[config.mk]
export PLATFORM = sky130hd
export DESIGN_NAME = page_frame_allocator
export DESIGN_NICKNAME = d
export VERILOG_FILES = /design/src/pfa_pkg.sv /design/src/pfa_frame_table.sv /design/src/pfa_seq.sv /design/src/page_frame_allocator.sv
export SDC_FILE = /design/constraint.sdc
export NUM_CORES = 1
export LEC_CHECK = 0
export ABC_AREA = 1
export BUFFER_PORTS_ARGS = -buffer_cell sky130_fd_sc_hd__clkbuf_2
export CORE_ASPECT_RATIO = 0.8
export CORE_MARGIN = 2
export CORE_UTILIZATION = 60
export DETAILED_ROUTE_END_ITERATION = 8
export PLACE_DENSITY = 0.76
export SYNTH_ARGS = -nofsm -noshare
export SYNTH_HDL_FRONTEND = slang
export SYNTH_HIERARCHICAL = 1
export SYNTH_SLANG_ARGS = --single-unit
export TNS_END_PERCENT = 50
[constraint.sdc]
create_clock -name clk -period 8.6 [get_ports clk]
set_input_delay 1.29 -clock clk [delete_from_list [all_inputs] [get_ports clk]]
set_output_delay 1.29 -clock clk [all_outputs]
set_load 0.05 [all_outputs]
[src/pfa_pkg.sv]
// Package with the types and constants of the page frame allocator.
package pfa_pkg;

  localparam int NUM_FRAMES = 64;
  localparam int PID_BITS   = 8;
  localparam int FRAME_W    = $clog2(NUM_FRAMES);
  localparam int CNT_W      = $clog2(NUM_FRAMES + 1);

  typedef enum logic [1:0] {
    REQ_COUNT   = 2'd0,
    REQ_ALLOC   = 2'd1,
    REQ_RELEASE = 2'd2,
    REQ_SPARE   = 2'd3
  } req_t;

  typedef struct packed {
    req_t       req_type;
    logic [7:0] process_id;
    logic [6:0] frames_wanted;
  } pfa_in_t;

  typedef struct packed {
    logic       frame_valid;
    logic [5:0] frame_index;
    logic [6:0] free_count;
    logic       last;
  } pfa_out_t;

  typedef struct packed {
    logic                set_en;
    logic [FRAME_W-1:0]  set_idx;
    logic [PID_BITS-1:0] set_pid;
    logic                clr_en;
    logic [FRAME_W-1:0]  clr_idx;
    logic                rd_en;
    logic [FRAME_W-1:0]  rd_idx;
  } pfa_tbl_cmd_t;

endpackage

[src/pfa_frame_table.sv]
// Frame table: busy flags in flip-flops and the owner memory.
module pfa_frame_table
  import pfa_pkg::*;
(
  input  logic                  clk,
  input  logic                  rst_n,
  input  pfa_tbl_cmd_t          cmd,
  output logic [NUM_FRAMES-1:0] busy_bits,
  output logic [PID_BITS-1:0]   rd_owner
);

  logic [NUM_FRAMES-1:0] busy_r;
  logic [PID_BITS-1:0]   owner_mem [NUM_FRAMES];
  logic [PID_BITS-1:0]   rd_owner_r;

  always_ff @(posedge clk) begin
    if (!rst_n) begin
      busy_r <= '0;
    end else begin
      if (cmd.set_en) begin
        busy_r[cmd.set_idx] <= 1'b1;
      end
      if (cmd.clr_en) begin
        busy_r[cmd.clr_idx] <= 1'b0;
      end
    end
  end

  // The owner of a frame is only used while the frame is busy.
  always_ff @(posedge clk) begin
    if (cmd.set_en) begin
      owner_mem[cmd.set_idx] <= cmd.set_pid;
    end
    if (cmd.rd_en) begin
      rd_owner_r <= owner_mem[cmd.rd_idx];
    end
  end

  assign busy_bits = busy_r;
  assign rd_owner  = rd_owner_r;

endmodule

[src/pfa_seq.sv]
// Sequencer that scans the frame table one frame per cycle.
module pfa_seq
  import pfa_pkg::*;
(
  input  logic                  clk,
  input  logic                  rst_n,
  input  logic                  start,
  input  pfa_in_t               in_data,
  output logic                  busy,
  output logic                  out_valid,
  output pfa_out_t              out_data,
  output pfa_tbl_cmd_t          cmd,
  input  logic [NUM_FRAMES-1:0] busy_bits,
  input  logic [PID_BITS-1:0]   rd_owner
);

  typedef enum logic [1:0] {
    ST_IDLE,
    ST_ALLOC,
    ST_REL,
    ST_REL_END
  } state_t;

  state_t              state_r, state_nxt;
  logic [FRAME_W-1:0]  idx_r, idx_nxt;
  logic [CNT_W-1:0]    left_r, left_nxt;
  logic [CNT_W-1:0]    free_cnt_r, free_cnt_nxt;
  logic [PID_BITS-1:0] pid_r, pid_nxt;
  logic                pipe_v_r, pipe_v_nxt;
  logic [FRAME_W-1:0]  pipe_idx_r, pipe_idx_nxt;
  logic                out_valid_r, out_valid_nxt;
  pfa_out_t            out_data_r, out_data_nxt;
  logic [CNT_W-1:0]    take;
  logic [PID_BITS-1:0] pid_in;

  assign pid_in = in_data.process_id[PID_BITS-1:0];
  assign take   = (8'(in_data.frames_wanted) > 8'(free_cnt_r)) ?
                  free_cnt_r : CNT_W'(in_data.frames_wanted);

  always_comb begin
    state_nxt     = state_r;
    idx_nxt       = idx_r;
    left_nxt      = left_r;
    free_cnt_nxt  = free_cnt_r;
    pid_nxt       = pid_r;
    pipe_v_nxt    = 1'b0;
    pipe_idx_nxt  = pipe_idx_r;
    out_valid_nxt = 1'b0;
    out_data_nxt  = out_data_r;
    cmd           = '0;

    // Second stage of the release scan, in the cycle after the owner read is issued.
    if (pipe_v_r && busy_bits[pipe_idx_r] && (rd_owner == pid_r)) begin
      cmd.clr_en   = 1'b1;
      cmd.clr_idx  = pipe_idx_r;
      free_cnt_nxt = CNT_W'(free_cnt_r + 1'b1);
    end

    unique case (state_r)
      ST_IDLE: begin
        if (start) begin
          unique case (in_data.req_type)
            REQ_ALLOC: begin
              if (take == '0) begin
                out_valid_nxt = 1'b1;
                out_data_nxt  = '{frame_valid: 1'b0, frame_index: 6'd0,
                                  free_count: 7'(free_cnt_r), last: 1'b1};
              end else begin
                state_nxt    = ST_ALLOC;
                idx_nxt      = FRAME_W'(NUM_FRAMES - 1);
                left_nxt     = take;
                free_cnt_nxt = CNT_W'(free_cnt_r - take);
                pid_nxt      = pid_in;
              end
            end
            REQ_RELEASE: begin
              state_nxt = ST_REL;
              idx_nxt   = '0;
              pid_nxt   = pid_in;
            end
            REQ_COUNT, REQ_SPARE: begin
              out_valid_nxt = 1'b1;
              out_data_nxt  = '{frame_valid: 1'b0, frame_index: 6'd0,
                                free_count: 7'(free_cnt_r), last: 1'b1};
            end
          endcase
        end
      end
      ST_ALLOC: begin
        idx_nxt = FRAME_W'(idx_r - 1'b1);
        if (!busy_bits[idx_r]) begin
          cmd.set_en    = 1'b1;
          cmd.set_idx   = idx_r;
          cmd.set_pid   = pid_r;
          left_nxt      = CNT_W'(left_r - 1'b1);
          out_valid_nxt = 1'b1;
          out_data_nxt  = '{frame_valid: 1'b1, frame_index: 6'(idx_r),
                            free_count: 7'(free_cnt_r), last: (left_r == CNT_W'(1))};
          if (left_r == CNT_W'(1)) begin
            state_nxt = ST_IDLE;
          end
        end
      end
      ST_REL: begin
        cmd.rd_en    = 1'b1;
        cmd.rd_idx   = idx_r;
        pipe_v_nxt   = 1'b1;
        pipe_idx_nxt = idx_r;
        idx_nxt      = FRAME_W'(idx_r + 1'b1);
        if (idx_r == FRAME_W'(NUM_FRAMES - 1)) begin
          state_nxt = ST_REL_END;
        end
      end
      ST_REL_END: begin
        state_nxt     = ST_IDLE;
        out_valid_nxt = 1'b1;
        out_data_nxt  = '{frame_valid: 1'b0, frame_index: 6'd0,
                          free_count: 7'(free_cnt_nxt), last: 1'b1};
      end
    endcase
  end

  always_ff @(posedge clk) begin
    if (!rst_n) begin
      state_r     <= ST_IDLE;
      free_cnt_r  <= CNT_W'(NUM_FRAMES);
      pipe_v_r    <= 1'b0;
      out_valid_r <= 1'b0;
    end else begin
      state_r     <= state_nxt;
      free_cnt_r  <= free_cnt_nxt;
      pipe_v_r    <= pipe_v_nxt;
      out_valid_r <= out_valid_nxt;
    end
    idx_r      <= idx_nxt;
    left_r     <= left_nxt;
    pid_r      <= pid_nxt;
    pipe_idx_r <= pipe_idx_nxt;
    out_data_r <= out_data_nxt;
  end

  assign busy      = (state_r != ST_IDLE);
  assign out_valid = out_valid_r;
  assign out_data  = out_data_r;

endmodule

[src/page_frame_allocator.sv]
// Top level of the page frame allocator.
//
//   Channel   Ports                      Handshake
//   request   start, in_data, busy       taken when start is high and busy is low
//   result    out_valid, out_data        one cycle per result, cannot be held off
//
// A count request gives its result in the cycle after it is taken and leaves busy low.
// An allocate request walks the busy flags from the top frame down, one frame per cycle,
// and ends with its last claimed frame; if it can claim none it answers as a count does.
// A release request reads the owner memory once per frame.
// Reset marks every frame free; the owner memory is not cleared since it is used only for
// busy frames.
module page_frame_allocator
  import pfa_pkg::*;
(
  input  logic     clk,
  input  logic     rst_n,
  input  logic     start,
  input  pfa_in_t  in_data,
  output logic     busy,
  output logic     out_valid,
  output pfa_out_t out_data
);

  pfa_tbl_cmd_t          tbl_cmd;
  logic [NUM_FRAMES-1:0] busy_bits;
  logic [PID_BITS-1:0]   rd_owner;

  pfa_seq u_seq (
    .clk       (clk),
    .rst_n     (rst_n),
    .start     (start),
    .in_data   (in_data),
    .busy      (busy),
    .out_valid (out_valid),
    .out_data  (out_data),
    .cmd       (tbl_cmd),
    .busy_bits (busy_bits),
    .rd_owner  (rd_owner)
  );

  pfa_frame_table u_table (
    .clk       (clk),
    .rst_n     (rst_n),
    .cmd       (tbl_cmd),
    .busy_bits (busy_bits),
    .rd_owner  (rd_owner)
  );

endmodule

# After elaboration in Yosys (flattened, before gate mapping)
# Memory sizes are Yosys's and may differ from the RTL's. A register that Yosys moved wholly into a read port is not among the register bits.
# Index checks and enable logic that the tools add are counted.
# Widths: inputs -> output; s select.
dict set report totals {
  ff_bits 117
  memories 1
  word_cells 119
  input_bits 20
  ramBits 512
  out_inout_bits 17
}
dict set report classes {
  n_addsub 5
  bitwise_logic 3
  mux 52
  eq_ne 20
  magnitude_cmp 7
  n_reduce_logical 18
}
# memory depth width read_ports rd_clocked_by_memory_dff write_ports line
set memory_table {}
lappend memory_table {u_table.owner_mem 64 8 1 1 1 pfa_frame_table.sv:13} ;# logic [PID_BITS-1:0] owner_mem [NUM_FRAMES];
# operator count
set ops {}
lappend ops {{$mux 64} 3}
lappend ops {{$mux 7} 12}
lappend ops {{$mux 15} 5}
lappend ops {{$and 64x64->64} 1}
lappend ops {{$not 64->64} 1}
lappend ops {{$or 64x64->64} 1}
lappend ops {{$pmux 15 s3} 1}
lappend ops {{$pmux 15 s2} 1}
lappend ops {{$lt 6x7->1 const B} 4}
lappend ops {{$pmux 6 s3} 1}
lappend ops {{$pmux 8 s2} 1}
lappend ops {{$pmux 7 s2} 1}
lappend ops {{$bmux 1 s6} 2}
lappend ops {{$demux 1 s6} 2}
lappend ops {{$ge 6x1->1 const B} 2}
lappend ops {{$mux 6} 2}
lappend ops {{$pmux 6 s2} 1}
lappend ops {{$mux 1} 10}
lappend ops {{$mux 2} 5}
lappend ops {{$ne 2x2->1 const B} 5}
lappend ops {{$reduce_and 5->1} 2}
lappend ops {{$ne 3x3->1 const B} 3}
lappend ops {{$eq 2x2->1 const B} 4}
lappend ops {{$eq 8x8->1} 1}
lappend ops {{24 further kinds} 34}

# Logic depth before layout (Yosys ltp)
# Gate-level depths: netlist of the first run.
dict set report depth {
  ltp_word 13
  depth_mapped 24
}

# Hierarchy
# Netlist of the first run, hierarchy kept.
# module cells_per_inst n_inst area_per_inst_um2
set modules_own_cells {}
lappend modules_own_cells {pfa_frame_table 2035 1 23632.7}
lappend modules_own_cells {pfa_seq 764 1 5133.7}

# Worst setup path before layout of the first run
# Ideal clock, no wire load.
dict set report synth_timing {
  path_type {in2reg}
  start {input in_data[2] in the netlist's numbering}
  end {register u_seq.out_data_r (netlist bit u_seq/out_data[0]), enable pin}
  arrival_time_ns 3.349
  cell_stages 12
  required_time_ns 8.204
  setup_ns 0.396
  slack_ns 4.855
  path_cell_list {ha_1 > a21oi_1 > nand2_1 > nand2_2 > nand2_4 > nand2_4 > nand2_1 > nand2_2 > nand2_2 > nor2_4 > nand2_4 > a31oi_1}
}
dict set report synth_via {
  elab_chain_len 5
}
# item line
set synth_rtl {}
lappend synth_rtl {{start: declaration} page_frame_allocator.sv:19} ;# input pfa_in_t in_data,
lappend synth_rtl {{$gt 7x7->1} pfa_seq.sv:37} ;# assign take = (8'(in_data.frames_wanted) > 8'(free_cnt_r)) ?
lappend synth_rtl {{$mux 7 *} pfa_seq.sv:37}
lappend synth_rtl {{$logic_not 7->1 *} pfa_seq.sv:64} ;# if (take == '0) begin
lappend synth_rtl {{$ne 3x2->1 (no source line) *} --}
lappend synth_rtl {{$reduce_and 5->1 (no source line) *} --}
lappend synth_rtl {{end signal: assignment} pfa_seq.sv:139} ;# out_data_r <= out_data_nxt;
lappend synth_rtl {{end: declaration} pfa_seq.sv:32} ;# pfa_out_t out_data_r, out_data_nxt;
# Mark *: on every way between the ends. The rest lies on a longest branch, timed or not.
# A chain may end at the register's enable or synchronous reset.

==> flow_summary.ini, run 1 <==
[layout]
area_delta_synth_final_pct = 7.52
fin_util = 0.656
regArea_um2 = 18400
multi_input_area_um2 = 8920
layout-drive-gt1-share = 0.0880
fin_nets = 2825
nFillCells = 3562
num_antenna_cells = 0

[critical_path]
crit_chain = buf_4 -> inv_1 -> nor2_1 -> o21ai_0 -> a21oi_1 -> nor2_1 -> nand2_1 -> nand3_1 -> nand2_1 -> inv_2 -> nand2_2 -> nor2_1 -> inv_1 -> nor3_1 -> inv_1 -> nor2_1 -> o221a_2
cp.required_ns = 9.18
critPathSlowestCell = nor2_1
worstPathMaxFanout = 24
end_kind = flip-flop
crit_type = reg -> reg
cp_top_family = simple AND/OR/NAND/NOR gates
start_kind = flip-flop
crit_buf_inv = 5
crit_top_cell = nor2_1
crit_arrival_ns = 5.22
slowest_delay_ns = 0.88

[synth]
yosysTopAreaCell = edfxtp_1
synth-seq-cells = 637
syn_inst = 2799
yosysTopAreaCellShare = 0.587
syn_area_per_cell_um2 = 10.3
yosysMostFrequentCell = nand2_1
syn_nets = 2853
synthArstFlopShare = 0
synthTopCellsByCount = 884 x nand2_1, 562 x edfxtp_1, 537 x nand3_1
synth_edf_count = 562
seq_area_frac_synth = 0.639
synthFlopType = edfxtp_1
yosys_warnings = 6
syn_area_um2 = 28800
netlist-cell-type-count = 52
yosys-top-cells-area = edfxtp_1 59%, nand2_1 12%, nand3_1 9.3%

[die]
io_pins = 37
start_util = 0.610
coreArea_um2 = 47200
die_h_um = 200
die_x_um = 249
num_rows = 71
dieArea_um2 = 49700

[run_status]
run_status = completed

[sta]
slew_violations = 0
fmax_mhz = 215
fin_worst_skew_ns = 0.0255
tightest_slew_ns = 1.26
relSlewSlack = 0.155
rsz0062_at_grt = no
finalCritPeriodShare = 0.540
layout_setup_ws_ns = 3.96
setup_viol = 0
hold_ws_ns = 0.521
period_minus_slack_ns = 4.64
tns_ns = 0
final_hold_viol_count = 0

[clock_network]
clkLatencyLatePin_ns = 0.63
htree_levels = 2
cts_root_buf = clkbuf_16
clk_pin_slew_ns = 0.07
post_cts_resized = 0
cts_made_buffers = 58
clock_path_buffers = 3
tritoncts = built
hold_buffers = 0
cts_setup_buffers = 0
clock_sinks = 637

[drt]
post_drt_wl_per_cell_um = 22.7
via_per_inst = 6.15
drc = 0
antenna_left = 0
drt_wl_total_mm = 78.0
routed-via-count = 21200
drt_first_pass_iters = 8
first_iter_violations = 2904

[placement]
gp_congestion = 0.978
hpwl_mm = 48.6
pre_cts_ws_ns = 4.13
port_buffers = 36

[pwr]
p_leak_nw = 11.7
power_mw = 9.49
p_per_area_nw_per_um2 = 307
power.ir.vdd_worst_mv = 0.215

[global_routing]
grt_max_degree = 109
antenna_found_initial = 0
grt_pass1_wl_mm = 117
overflow = 0
grt_pass1_vias = 19400
track_usage = 0.311

[flow_run]
maxCapViolCount = 0

[worst_hold_path]
min_path_type = reg -> reg
[report_power, final]
group	switching [mW]	internal, mW
clock network	1.15	1.50
registers	0.107	3.71
logic	2.28	0.741
total	3.54	5.96
[cells in the final DEF, fill, tap and decap left out, types with 4 or more instances in the layout]
master      netlist  routed
a21oi_1          15      15
a31oi_1           4       4
buf_4            31      24
bufinv_16         0       6
clkbuf_1         17       9
clkbuf_16         0      59
clkbuf_2          1      36
clkbuf_8          0       7
clkinv_1          3      11
clkinv_2          0       9
clkinvlp_4        0       5
dfxtp_1          75      75
edfxtp_1        562     562
ha_1             32      30
inv_1           126     124
inv_2             4       4
inv_6             2       5
nand2_1         884     884
nand2_2          11      11
nand3_1         537     537
nand3_2           4       4
nand4_1          11      11
nor2_1          200     192
nor2_4            2      10
nor3_1           14      14
o21ai_0          64      64
o21ai_2           5       5
o221a_2          42      42
xnor2_1           7       7
xor2_1           13      13
[sequential cells by signal (all words and copies together) (netlist names)]
name               count
u_seq/free_cnt_r       7
u_seq/idx_r            6
u_seq/left_r           7
u_seq/out_data        15
u_seq/out_valid        1
u_seq/pid_r            8
u_seq/pipe_idx_r       6
u_seq/pipe_v_r         1
u_seq/state_r          2
u_table/busy_bits     64
u_table/owner_mem    512
u_table/rd_owner       8
[worst register-to-register path: cells and delay by family (launching register included)]
family	cells	cell delay, ns
flops	1	0.36
simple gates	9	2.50
buf+inv	5	1.20
compound gates	3	0.54
[final cells by class]
type / instances / share of cell area
clock buffer: 75 / 0.0519
clock inverter: 33 / 0.0114
inverter: 137 / 0.0173
multi-input combinational: 1877 / 0.288
sequential: 637 / 0.594
tap: 620 / 0.0251
timing repair buffer: 60 / 0.0117
[final timing paths]
| kind | from | endpoint | slack (ns) | cells past startpoint |
|---|---|---|---|---|
| max | u_seq/idx_r[1] | u_table/busy_bits[15] | 3.96 | 17 |
| min | u_table/busy_bits[34] | u_table/busy_bits[34] | 0.52 | 2 |
| max reg2reg | u_seq/idx_r[1] | u_table/busy_bits[15] | 3.96 | 17 |
| min reg2reg | u_table/busy_bits[34] | u_table/busy_bits[34] | 0.52 | 2 |
[layer usage]
metal / global-route usage / vias up / wire, µm
li1: - / 9580 / -
met4: 0.0943 / 0 / 2020
met2: 0.469 / 1302 / 34500
met1: 0.459 / 10100 / 32000
met5: 0 / - / 0
met3: 0.0646 / 153 / 9500
[per-stage QoR]
step	std cells	area (µm²)
detailed placement	3331	29000
CTS	3439	30900
global placement	3331	29000
global route	3439	30900
floorplan	2799	28800
finish	3439	30900
[kinds of logic (layout without fill, tap and decap cells)]
logic type / Yosys count / count (layout) / synth area share
buffers and inverters: 285 / 305 / 0.0536
adders and majority gates: 34 / 34 / 0.0153
DFF: 637 / 637 / 0.639
AOI/OAI and AO/OA: 144 / 144 / 0.0367
and+or+nand+nor: 1679 / 1679 / 0.249
xor gates and xnor gates: 20 / 20 / 0.00609
Note: power is estimated with default switching activity, not from simulation.
==> run 2: changes to the inputs <==
- CORE_UTILIZATION: 60 -> 57
- clock period: 8.6 -> 4 ns (I/O delays scaled with it)
==> run 2 against run 1 <==
Compared with the run above: combinational power grew 120%; clock skew is 0.0071 ns higher; clock power grew 130%; global-route usage fell by 0.45 points; sequential power grew 110%; clock-buffer cell count grew 6; final cell count is 3.9% higher; critical endpoint is now u_table/busy_bits[36].
==> flow_summary.ini, run 2 (same netlist as run 1, synthesis figures left out) <==
[run_status]
run_status = completed

[layout]
fin_nets = 2900
fin_util = 0.639
num_antenna_cells = 0
final_common_cell = nand2_1
largest_register = u_table/owner_mem
largest_register_ff_count = 512
area_delta_synth_final_pct = 10.7
fin_area_um2 = 31800
layout-drive-gt1-share = 0.115
final_cell_count_no_fill = 3573
nFillCells = 3854
final_cell_mix = 884 x nand2_1, 562 x edfxtp_1, 537 x nand3_1

[drt]
first_iter_violations = 3178
drt_first_pass_iters = 6
post_drt_wl_per_cell_um = 22.2
drc = 0
via_per_inst = 6.06
routed-via-count = 21700
antenna_left = 0
drt_wl_total_mm = 79.2

[clock_network]
post_cts_resized = 0
clock_path_buffers = 3
hold_buffers = 0
cts_root_buf = clkbuf_16
cts_setup_buffers = 0
clkLatencyLatePin_ns = 0.64
htree_levels = 2
cts_made_buffers = 60
clock_sinks = 637
clk_pin_slew_ns = 0.07
tritoncts = built

[sta]
fmax_mhz = 271
period_minus_slack_ns = 3.70
setup_viol = 0
rsz0062_at_grt = no
tightest_slew_ns = 1.31
relSlewSlack = 0.124
tns_ns = 0
finalCritPeriodShare = 0.924
final_hold_viol_count = 0
fin_worst_skew_ns = 0.0326
slew_violations = 0

[global_routing]
grt_pass1_wl_mm = 121
overflow = 0
grt_pass1_vias = 20600
track_usage = 0.307
grt_max_degree = 161
antenna_found_initial = 0

[critical_path]
crit_type = reg -> reg
end_kind = flip-flop
r2r_end = u_table/busy_bits[36]
r2r_cells = 18
crit_arrival_ns = 4.27
cp.required_ns = 4.58
start_kind = flip-flop
reg2reg_from = u_seq/idx_r[0]
ff2ff_setup_slack_ns = 0.30
worstPathMaxFanout = 23

[die]
start_util = 0.578
die_x_um = 255
io_pins = 37
num_rows = 73
dieArea_um2 = 52300
coreArea_um2 = 49800
die_h_um = 205

[placement]
place_inst = 3459
gp_congestion = 1.03
place_area_um2 = 29700
hpwl_mm = 49.2
port_buffers = 36

[pwr]
p_leak_nw = 12.2
power_mw = 20.8
power.ir.vdd_worst_mv = 0.473
p_per_area_nw_per_um2 = 655

[worst_hold_path]
min_path_type = in -> reg
min_to = u_seq/pid_r[4]
holdPathStages = 1
hold_path.startpoint = in_data[11]

[flow_run]
maxCapViolCount = 0
[run 2: changes by cell type in the layout (fill, tap and decap cells not counted), moves of 2 or more]
| cell | delta |
|---|---|
| buf_12 | +12 |
| buf_4 | +61 |
| clkbuf_16 | +2 |
| clkbuf_8 | +3 |
| clkinv_1 | -6 |
| clkinv_2 | +8 |
| clkinv_4 | -2 |
| clkinvlp_4 | -2 |
[run 2: critical path, cell delays in order, from the launching register on]
cell      delay (ns)
edfxtp_1        0.45
buf_4           0.24
or2_2           0.29
nand3_1         0.07
nand2_1         0.05
nand2_1         0.05
nand2_1         0.04
nor2_1          0.08
nand2_1         0.07
nand3_1         0.07
nand2_1         0.09
inv_2           0.06
nand2_2         0.10
nor2_1          0.39
nand3_1         0.21
nor2_1          0.12
inv_1           0.17
nor2_1          0.75
o221a_2         0.33
[run 2: where the power goes]
| group | switching (mW) | leakage [nW] | total [mW] | internal, mW |
|---|---|---|---|---|
| combinational | 4.93 | 5.37 | 6.70 | 1.77 |
| clock | 2.52 | 1.03 | 5.97 | 3.45 |
| sequential | 0.203 | 5.79 | 8.18 | 7.97 |
[run 2: worst max-delay path by stage]
stage                         from                       end  slack (ns)
detailed placement  u_seq/idx_r[0]     u_table/busy_bits[36]        0.41
finish              u_seq/idx_r[0]     u_table/busy_bits[36]        0.30
global placement    u_seq/idx_r[0]  u_table/owner_mem[36][2]        0.46
floorplan           u_seq/idx_r[0]   u_table/owner_mem[0][4]        0.36
CTS                 u_seq/idx_r[0]     u_table/busy_bits[36]        0.38
global route        u_seq/idx_r[0]     u_table/busy_bits[36]        0.05
[run 2: per-layer routing]
layer | routed length (µm) | track usage | up-vias
met1 | 31800 | 0.441 | 10400
met5 | 0 | 0 | -
li1 | - | - | 9727
met4 | 3200 | 0.127 | 0
met3 | 9780 | 0.0672 | 221
met2 | 34500 | 0.453 | 1363
[run 2: cell type report]
type	instances	area, µm²	share of cell area
timing repair buffer	133	1060	0.0333
clock buffer	81	1700	0.0535
inverter	137	536	0.0168
sequential	637	18400	0.577
clock inverter	33	390	0.0123
tap	675	845	0.0265
multi-input combinational	1877	8920	0.280
[run 2: metrics by stage]
step,hold WS (ns),worst slack [ns]
finish,0.129,0.303
global route,0.122,0.0482
CTS,0.119,0.380
detailed placement,0.501,0.406
global placement,0.501,0.464
floorplan,0.458,0.359
